### src/rtl/mpbc_pkg.sv
// ----------------------------------------------------------------------------
// mpbc_pkg: shared types and constants for the multi-press button counter
// Field widths, reset values, register indexes and the config bundle
// ----------------------------------------------------------------------------
package mpbc_pkg;

  localparam int NUM_BUTTONS_DEF = 4;
  localparam int EDGE_W          = 4;
  localparam int OUT_FIELDS      = 4;
  localparam int COUNT_W         = 4;
  localparam int QUIET_W         = 11;
  localparam int DEBOUNCE_W      = 10;
  localparam int TIMEOUT_W       = 11;
  localparam int CFG_DATA_W      = 11;
  localparam int CFG_INDEX_W     = 2;

  localparam logic [QUIET_W-1:0]    QUIET_MAX      = '1;
  localparam logic [COUNT_W-1:0]    COUNT_MAX      = '1;
  localparam logic [DEBOUNCE_W-1:0] DEBOUNCE_RESET = 10'd150;
  localparam logic [TIMEOUT_W-1:0]  TIMEOUT_RESET  = 11'd500;

  typedef enum logic [CFG_INDEX_W-1:0] {
    REG_DEBOUNCE = 2'd0,
    REG_TIMEOUT  = 2'd1
  } cfg_reg_t;

  typedef struct packed {
    logic [DEBOUNCE_W-1:0] debounce;
    logic [TIMEOUT_W-1:0]  timeout;
  } cfg_t;

endpackage

### src/rtl/mpbc_chan_if.sv
// ----------------------------------------------------------------------------
// mpbc_chan_if: valid/ready channels of the multi-press button counter
// Tick channel carries the edge mask, result channel the four press counts
// ----------------------------------------------------------------------------
interface mpbc_in_if;
  logic                        valid;
  logic                        ready;
  logic [mpbc_pkg::EDGE_W-1:0] edge_mask;

  modport source (output valid, output edge_mask, input ready);
  modport sink   (input valid, input edge_mask, output ready);
endinterface

interface mpbc_out_if;
  logic                         valid;
  logic                         ready;
  logic [mpbc_pkg::COUNT_W-1:0] presses_0;
  logic [mpbc_pkg::COUNT_W-1:0] presses_1;
  logic [mpbc_pkg::COUNT_W-1:0] presses_2;
  logic [mpbc_pkg::COUNT_W-1:0] presses_3;

  modport source (output valid, output presses_0, output presses_1,
                  output presses_2, output presses_3, input ready);
  modport sink   (input valid, input presses_0, input presses_1,
                  input presses_2, input presses_3, output ready);
endinterface

### src/rtl/mpbc_button.sv
// ----------------------------------------------------------------------------
// mpbc_button: per-button quiet timer and press counter
// Updates its state on each tick that advances and reports a finished burst
// ----------------------------------------------------------------------------
module mpbc_button (
  input  logic                          clk,
  input  logic                          rst_n,
  input  logic                          advance,
  input  logic                          edge_in,
  input  mpbc_pkg::cfg_t                cfg,
  output logic [mpbc_pkg::COUNT_W-1:0]  report
);

  logic [mpbc_pkg::QUIET_W-1:0] quiet_r;
  logic [mpbc_pkg::QUIET_W-1:0] quiet_nxt;
  logic [mpbc_pkg::QUIET_W-1:0] quiet_inc;
  logic [mpbc_pkg::COUNT_W-1:0] pending_r;
  logic [mpbc_pkg::COUNT_W-1:0] pending_nxt;
  logic [mpbc_pkg::COUNT_W-1:0] pending_add;
  logic                         counted;
  logic                         fire;

  always_comb begin
    quiet_inc = (quiet_r == mpbc_pkg::QUIET_MAX) ? quiet_r
                                                 : quiet_r + 1'b1;
    // edge counts only after the debounce window and below saturation
    counted = edge_in
           && (quiet_inc > {1'b0, cfg.debounce})
           && (pending_r != mpbc_pkg::COUNT_MAX);
    pending_add = counted ? pending_r + 1'b1 : pending_r;
    quiet_nxt   = edge_in ? '0 : quiet_inc;
    fire        = (pending_add != '0) && (quiet_nxt > cfg.timeout);
    report      = fire ? pending_add : '0;
    pending_nxt = fire ? '0 : pending_add;
  end

  always_ff @(posedge clk) begin
    if (!rst_n) begin
      quiet_r   <= mpbc_pkg::QUIET_MAX;
      pending_r <= '0;
    end else if (advance) begin
      quiet_r   <= quiet_nxt;
      pending_r <= pending_nxt;
    end
  end

endmodule

### src/rtl/multi_press_button_counter_unit.sv
// ----------------------------------------------------------------------------
// multi_press_button_counter_unit: multi-click detector over NUM_BUTTONS keys
// Path: a tick request accepted into the input register, then lane update into
// the result register. Throughput: one tick per cycle while the result side is
// not stalled; the per-button compare and counter update are combinational.
// Sync reset: quiet timers saturated, counts zero, debounce 150, timeout 500.
// ----------------------------------------------------------------------------
module multi_press_button_counter_unit #(
  parameter int NUM_BUTTONS = mpbc_pkg::NUM_BUTTONS_DEF
) (
  input  logic                             clk,
  input  logic                             rst_n,
  mpbc_in_if.sink                          in_chan,
  mpbc_out_if.source                       out_chan,
  input  logic                             cfg_we,
  input  logic [mpbc_pkg::CFG_INDEX_W-1:0] cfg_index,
  input  logic [mpbc_pkg::CFG_DATA_W-1:0]  cfg_wdata
);

  mpbc_pkg::cfg_t cfg_r;

  logic                         s1_valid_r;
  logic [mpbc_pkg::EDGE_W-1:0]  s1_mask_r;
  logic                         out_valid_r;
  logic [mpbc_pkg::COUNT_W-1:0] out_presses_r [mpbc_pkg::OUT_FIELDS];
  logic [mpbc_pkg::COUNT_W-1:0] lane_report [NUM_BUTTONS];
  logic [mpbc_pkg::COUNT_W-1:0] field_report [mpbc_pkg::OUT_FIELDS];
  logic                         s1_advance;

  // stage 1 moves on when the result register is empty or being drained
  assign s1_advance    = s1_valid_r && (!out_valid_r || out_chan.ready);
  assign in_chan.ready = !s1_valid_r || !out_valid_r || out_chan.ready;

  always_ff @(posedge clk) begin
    if (!rst_n) begin
      cfg_r.debounce <= mpbc_pkg::DEBOUNCE_RESET;
      cfg_r.timeout  <= mpbc_pkg::TIMEOUT_RESET;
    end else if (cfg_we) begin
      case (cfg_index)
        mpbc_pkg::REG_DEBOUNCE: cfg_r.debounce <= cfg_wdata[mpbc_pkg::DEBOUNCE_W-1:0];
        mpbc_pkg::REG_TIMEOUT:  cfg_r.timeout  <= cfg_wdata[mpbc_pkg::TIMEOUT_W-1:0];
        default: ;
      endcase
    end
  end

  always_ff @(posedge clk) begin
    if (!rst_n) begin
      s1_valid_r <= 1'b0;
    end else if (in_chan.valid && in_chan.ready) begin
      s1_valid_r <= 1'b1;
    end else if (s1_advance) begin
      s1_valid_r <= 1'b0;
    end
  end

  always_ff @(posedge clk) begin
    if (in_chan.valid && in_chan.ready) begin
      s1_mask_r <= in_chan.edge_mask;
    end
  end

  genvar b;
  generate
    for (b = 0; b < NUM_BUTTONS; b++) begin : g_lane
      logic lane_edge;
      // only the first four buttons have an edge bit
      if (b < mpbc_pkg::EDGE_W) begin : g_edge
        assign lane_edge = s1_mask_r[b];
      end else begin : g_no_edge
        assign lane_edge = 1'b0;
      end

      mpbc_button u_button (
        .clk     (clk),
        .rst_n   (rst_n),
        .advance (s1_advance),
        .edge_in (lane_edge),
        .cfg     (cfg_r),
        .report  (lane_report[b])
      );
    end

    for (b = 0; b < mpbc_pkg::OUT_FIELDS; b++) begin : g_field
      if (b < NUM_BUTTONS) begin : g_used
        assign field_report[b] = lane_report[b];
      end else begin : g_unused
        assign field_report[b] = '0;
      end
    end
  endgenerate

  always_ff @(posedge clk) begin
    if (!rst_n) begin
      out_valid_r <= 1'b0;
    end else if (s1_advance) begin
      out_valid_r <= 1'b1;
    end else if (out_chan.ready) begin
      out_valid_r <= 1'b0;
    end
  end

  always_ff @(posedge clk) begin
    if (s1_advance) begin
      out_presses_r <= field_report;
    end
  end

  assign out_chan.valid     = out_valid_r;
  assign out_chan.presses_0 = out_presses_r[0];
  assign out_chan.presses_1 = out_presses_r[1];
  assign out_chan.presses_2 = out_presses_r[2];
  assign out_chan.presses_3 = out_presses_r[3];

endmodule

### src/flat_wrapper.sv
// flat-port wrapper written by rule: the top's interface ports become plain ports
module multi_press_button_counter_unit_flat 
#(
  parameter int NUM_BUTTONS = mpbc_pkg::NUM_BUTTONS_DEF
)
  (clk, rst_n, cfg_we, cfg_index, cfg_wdata, in_chan_valid, in_chan_edge_mask, in_chan_ready, out_chan_valid, out_chan_presses_0, out_chan_presses_1, out_chan_presses_2, out_chan_presses_3, out_chan_ready);
  mpbc_in_if in_chan_i ();
  mpbc_out_if out_chan_i ();
  input  logic clk;
  input  logic rst_n;
  input  logic cfg_we;
  input  logic [mpbc_pkg::CFG_INDEX_W-1:0] cfg_index;
  input  logic [mpbc_pkg::CFG_DATA_W-1:0] cfg_wdata;
  input wire logic [$bits(in_chan_i.valid)-1:0] in_chan_valid;
  input wire logic [$bits(in_chan_i.edge_mask)-1:0] in_chan_edge_mask;
  output wire logic [$bits(in_chan_i.ready)-1:0] in_chan_ready;
  output wire logic [$bits(out_chan_i.valid)-1:0] out_chan_valid;
  output wire logic [$bits(out_chan_i.presses_0)-1:0] out_chan_presses_0;
  output wire logic [$bits(out_chan_i.presses_1)-1:0] out_chan_presses_1;
  output wire logic [$bits(out_chan_i.presses_2)-1:0] out_chan_presses_2;
  output wire logic [$bits(out_chan_i.presses_3)-1:0] out_chan_presses_3;
  input wire logic [$bits(out_chan_i.ready)-1:0] out_chan_ready;
  assign in_chan_i.valid = in_chan_valid;
  assign in_chan_i.edge_mask = in_chan_edge_mask;
  assign in_chan_ready = in_chan_i.ready;
  assign out_chan_valid = out_chan_i.valid;
  assign out_chan_presses_0 = out_chan_i.presses_0;
  assign out_chan_presses_1 = out_chan_i.presses_1;
  assign out_chan_presses_2 = out_chan_i.presses_2;
  assign out_chan_presses_3 = out_chan_i.presses_3;
  assign out_chan_i.ready = out_chan_ready;
  multi_press_button_counter_unit #(.NUM_BUTTONS(NUM_BUTTONS)) u_core (.clk(clk), .rst_n(rst_n), .in_chan(in_chan_i), .out_chan(out_chan_i), .cfg_we(cfg_we), .cfg_index(cfg_index), .cfg_wdata(cfg_wdata));
endmodule
### config.mk
export PLATFORM = sky130hd
export DESIGN_NAME = multi_press_button_counter_unit_flat
export DESIGN_NICKNAME = d
export VERILOG_FILES = /design/src/rtl/mpbc_pkg.sv /design/src/rtl/mpbc_chan_if.sv /design/src/rtl/mpbc_button.sv /design/src/rtl/multi_press_button_counter_unit.sv /design/src/flat_wrapper.sv
export SDC_FILE = /design/constraint.sdc
export NUM_CORES = 1
export LEC_CHECK = 0
export ABC_AREA = 1
export ABC_CLOCK_PERIOD_IN_PS = 6900
export BUFFER_PORTS_ARGS = -buffer_cell sky130_fd_sc_hd__buf_2
export CELL_PAD_IN_SITES_DETAIL_PLACEMENT = 0
export CELL_PAD_IN_SITES_GLOBAL_PLACEMENT = 1
export CORE_MARGIN = 2
export CORE_UTILIZATION = 30
export DETAILED_ROUTE_END_ITERATION = 6
export PLACE_DENSITY_LB_ADDON = 0.1
export SYNTH_ARGS = -nofsm -noshare
export SYNTH_HDL_FRONTEND = slang
export SYNTH_SLANG_ARGS = --single-unit
### constraint.sdc
create_clock -name clk -period 6.9 [get_ports clk]
set_input_delay 0.69 -clock clk [delete_from_list [all_inputs] [get_ports clk]]
set_output_delay 0.69 -clock clk [all_outputs]
set_load 0.1 [all_outputs]
==> out/summary.txt <==
Worst Setup End Kind - flip-flop
Overall Power - 1.88 mW
fmax - 263 MHz
post-synthesis sequential area ratio - 30.2%
ys flop type - dfxtp_1
share of layout cells above drive strength 1 - 8.51%
Via Count - 6,756
Hold Path Class - reg -> reg
initial antenna violation count - 0
worst vdd ir - 115 uV
asr flop ratio synth - 0%
critical path type - reg -> reg
Hold Vio Cnt, Final - 0
reg2reg path depth - 22
Gate Count Post-Synth - 1,050
post-route setup slack - 3.10 ns
skew final - 0.0110 ns
CTS Buffer Depth - 2
Yosys top cell by area - dfxtp_1
PwrDens - 226 mW/mm2
# nets final - 1,190
Mean Syn Cell Area - 7.12 um2
status - finished, final reports clean
# resized after CTS - 0
fin area - 0.00832 mm2
vias per std cell - 4.81
Post-CTS Setup Inserts - 0
Leak - 4.04 nW
R2R setup slack - 3.10 ns
dpl hpwl - 16,900 um
CTS tree - built
RSZ-0062 raised after global routing - no
final core occ - 34.1%
Port-buffer cells - 39
Synthesized Nets - 1,164
yosys warns - 0
post-synth cell types - 44
Worst R2R End - u_core.out_chan.presses_0[2]$_SDFFCE_PN0P_
CTS Sinks - 103
clock slew seen by the registers of the worst setup and hold paths - 0.08 ns
Routed Antenna Nets - 0
Core ar. - 0.0244 mm2
DRC - 0
Crit path arrival time - 3.91 ns
Ant. Diodes - 0
root buf cell - clkbuf_16
setup violators final - 0
Rel. slew slack - 44.1%
die area - 0.0262 mm2
area grow syn2layout - 11.3%
first-pass GRT wire length - 35,700 um
GRT Residual Overflow - 0
cts hold-fix bufs - 0
Least-Margin Pin Slew - 0.838 ns
Routed wire per std cell - 15.9 um
dpl cell area - 0.00801 mm2
Reg-to-Reg Start - u_core.g_lane[0].u_button.quiet_r[0]$_SDFFE_PN1P_
WHS Path Cells - 2
die width - 162 um
I/O pins - 40
num rows - 57
count leader, synth - nand2_1
pre-CTS WS - 3.08 ns
period utilisation layout - 55.1%
share of the synthesized area in the top cell type - 22.2%
CTS Buf Count - 9
drt first-iter violations - 278
startpoint types - flip-flop
vias in the first global route - 6,620
htree depth - 3
cell area after synthesis - 0.00748 mm2
top post-synthesis cells by count - nand2_1, inv_1, a21oi_1, ha_1, dfxtp_1
Hold EP - u_core.out_chan.valid$_SDFFE_PN0P_
post-route minimum period - 3.80 ns
synth top area cells - dfxtp_1, ha_1, nand2_1, edfxtp_1, a21oi_1
number of enable flip-flop cells after synthesis - 20
maxcap violations - 0
Yosys reg bits - 103
GP Congestion - 0.803
crit path max fanout - 15
WL final - 22,300 um
initial core utilization - 30.7%
GRT Util Overall - 17.6%
drt pass-1 iters - 5
clk_lat worst skew - 0.36 ns
largest net degree at the start of global routing - 47
FILL cells - 2,665
Setup TNS - 0 ns
Slew Limit Fails - 0
Die H - 162 um
required time worst endpoint - 7.01 ns
Hold Crit Start - u_core.s1_valid_r$_SDFFE_PN0P_
[sequential cells by signal (all words and copies together) (netlist names), 4 cells and up]
register and flops:
u_core.g_lane.u_button.quiet_r 44, u_core.cfg_r 21, u_core.g_lane.u_button.pending_r 16, u_core.out_chan.presses_0 4
u_core.out_chan.presses_1 4, u_core.out_chan.presses_2 4, u_core.out_chan.presses_3 4, u_core.s1_mask_r 4
[layout by cell type, fill, tap and decap left out, drive strengths merged]
master and count:
o21ai 43, nor4b 1, xor2 23, nand2 266, clkinvlp 2, edfxtp 20
a211oi 2, nand3 45, buf 44, nand4 30, or4 2, a221oi 1
o2111ai 1, nor3b 2, nor3 19, o211ai 34, clkinv 3, nor4 7
a21boi 2, a221o 1, o21a 1, inv 124, bufinv 2, ha 92
clkbuf 10, a21oi 117, or2 9, dfxtp 83, nand3b 3, xnor2 7
nor2 84, and3 1
[worst max-delay path: stages (launching register included)]
cell,delay [ns]
dfxtp_1,0.38
ha_1,0.22
nand2_1,0.11
nor3_2,0.23
nand3_1,0.16
nor4_2,0.24
inv_1,0.28
o21ai_0,0.32
inv_1,0.09
ha_1,0.30
nand2_1,0.05
o21ai_0,0.14
nand2_1,0.08
o211ai_1,0.11
nand2_1,0.09
nand3_2,0.15
nand2_2,0.10
nand2_1,0.08
nand2_1,0.08
nor2_1,0.10
nand2_1,0.06
nand2_1,0.10
a21oi_1,0.05
[layer usage]
layer	track usage (%)	vias to the layer above	wire, um
li1	-	3593	-
met1	22.3	3063	10500
met2	31.2	81	10800
met3	2.94	19	633
met4	4.14	0	360
met5	0	-	0
[through the flow]
stage | hold slack [ns] | cells
after floorplan | 0.451 | 1050
after global placement | 0.483 | 1389
after detailed placement | 0.479 | 1389
after CTS | 0.495 | 1405
after global routing | 0.496 | 1405
final | 0.496 | 1405
[power breakdown]
group	switching (mW)	internal (mW)	total, mW
clock	0.246	0.318	0.564
sequential	0.0335	0.648	0.681
combinational	0.423	0.214	0.638
total	0.703	1.18	1.88
[worst max path at each step]
| stage | startpoint | endpoint | slack (ns) | depth (start not counted) |
|---|---|---|---|---|
| after detailed placement | u_core.g_lane[0].u_button.quiet_r[0]$_SDFFE_PN1P_ | u_core.out_chan.presses_0[2]$_SDFFCE_PN0P_ | 3.08 | 22 |
| after global routing | u_core.g_lane[0].u_button.quiet_r[1]$_SDFFE_PN1P_ | u_core.out_chan.presses_0[2]$_SDFFCE_PN0P_ | 2.57 | 22 |
| after floorplan | u_core.g_lane[2].u_button.quiet_r[0]$_SDFFE_PN1P_ | u_core.out_chan.presses_2[0]$_SDFFCE_PN0P_ | 3.87 | 22 |
| after global placement | u_core.g_lane[0].u_button.quiet_r[0]$_SDFFE_PN1P_ | u_core.out_chan.presses_0[2]$_SDFFCE_PN0P_ | 3.07 | 22 |
| after CTS | u_core.g_lane[0].u_button.quiet_r[0]$_SDFFE_PN1P_ | u_core.out_chan.presses_0[2]$_SDFFCE_PN0P_ | 3.05 | 22 |
| final | u_core.g_lane[0].u_button.quiet_r[0]$_SDFFE_PN1P_ | u_core.out_chan.presses_0[2]$_SDFFCE_PN0P_ | 3.10 | 22 |
[cell families after synthesis]
| kind of cell | count (synthesis) | share of synthesized area, % |
|---|---|---|
| buffers and inverters | 154 | 7.74 |
| adders and majority gates | 92 | 15.4 |
| and+or+nand+nor | 469 | 28.0 |
| AOI/OAI and AO/OA | 202 | 15.1 |
| xor gates and xnor gates | 30 | 3.51 |
| DFF | 103 | 30.2 |
[layout make-up]
| cell class | count | area (um2) | area share [%] |
|---|---|---|---|
| Tap cell | 324 | 405 | 4.87 |
| Clock inverter | 6 | 85.1 | 1.02 |
| Sequential cell | 103 | 2260 | 27.2 |
| Clock buffer | 10 | 229 | 2.75 |
| Multi-Input combinational cell | 793 | 4640 | 55.7 |
| Timing Repair Buffer | 44 | 233 | 2.80 |
| Inverter | 125 | 469 | 5.64 |
Note: power is estimated with default switching activity, not from simulation.
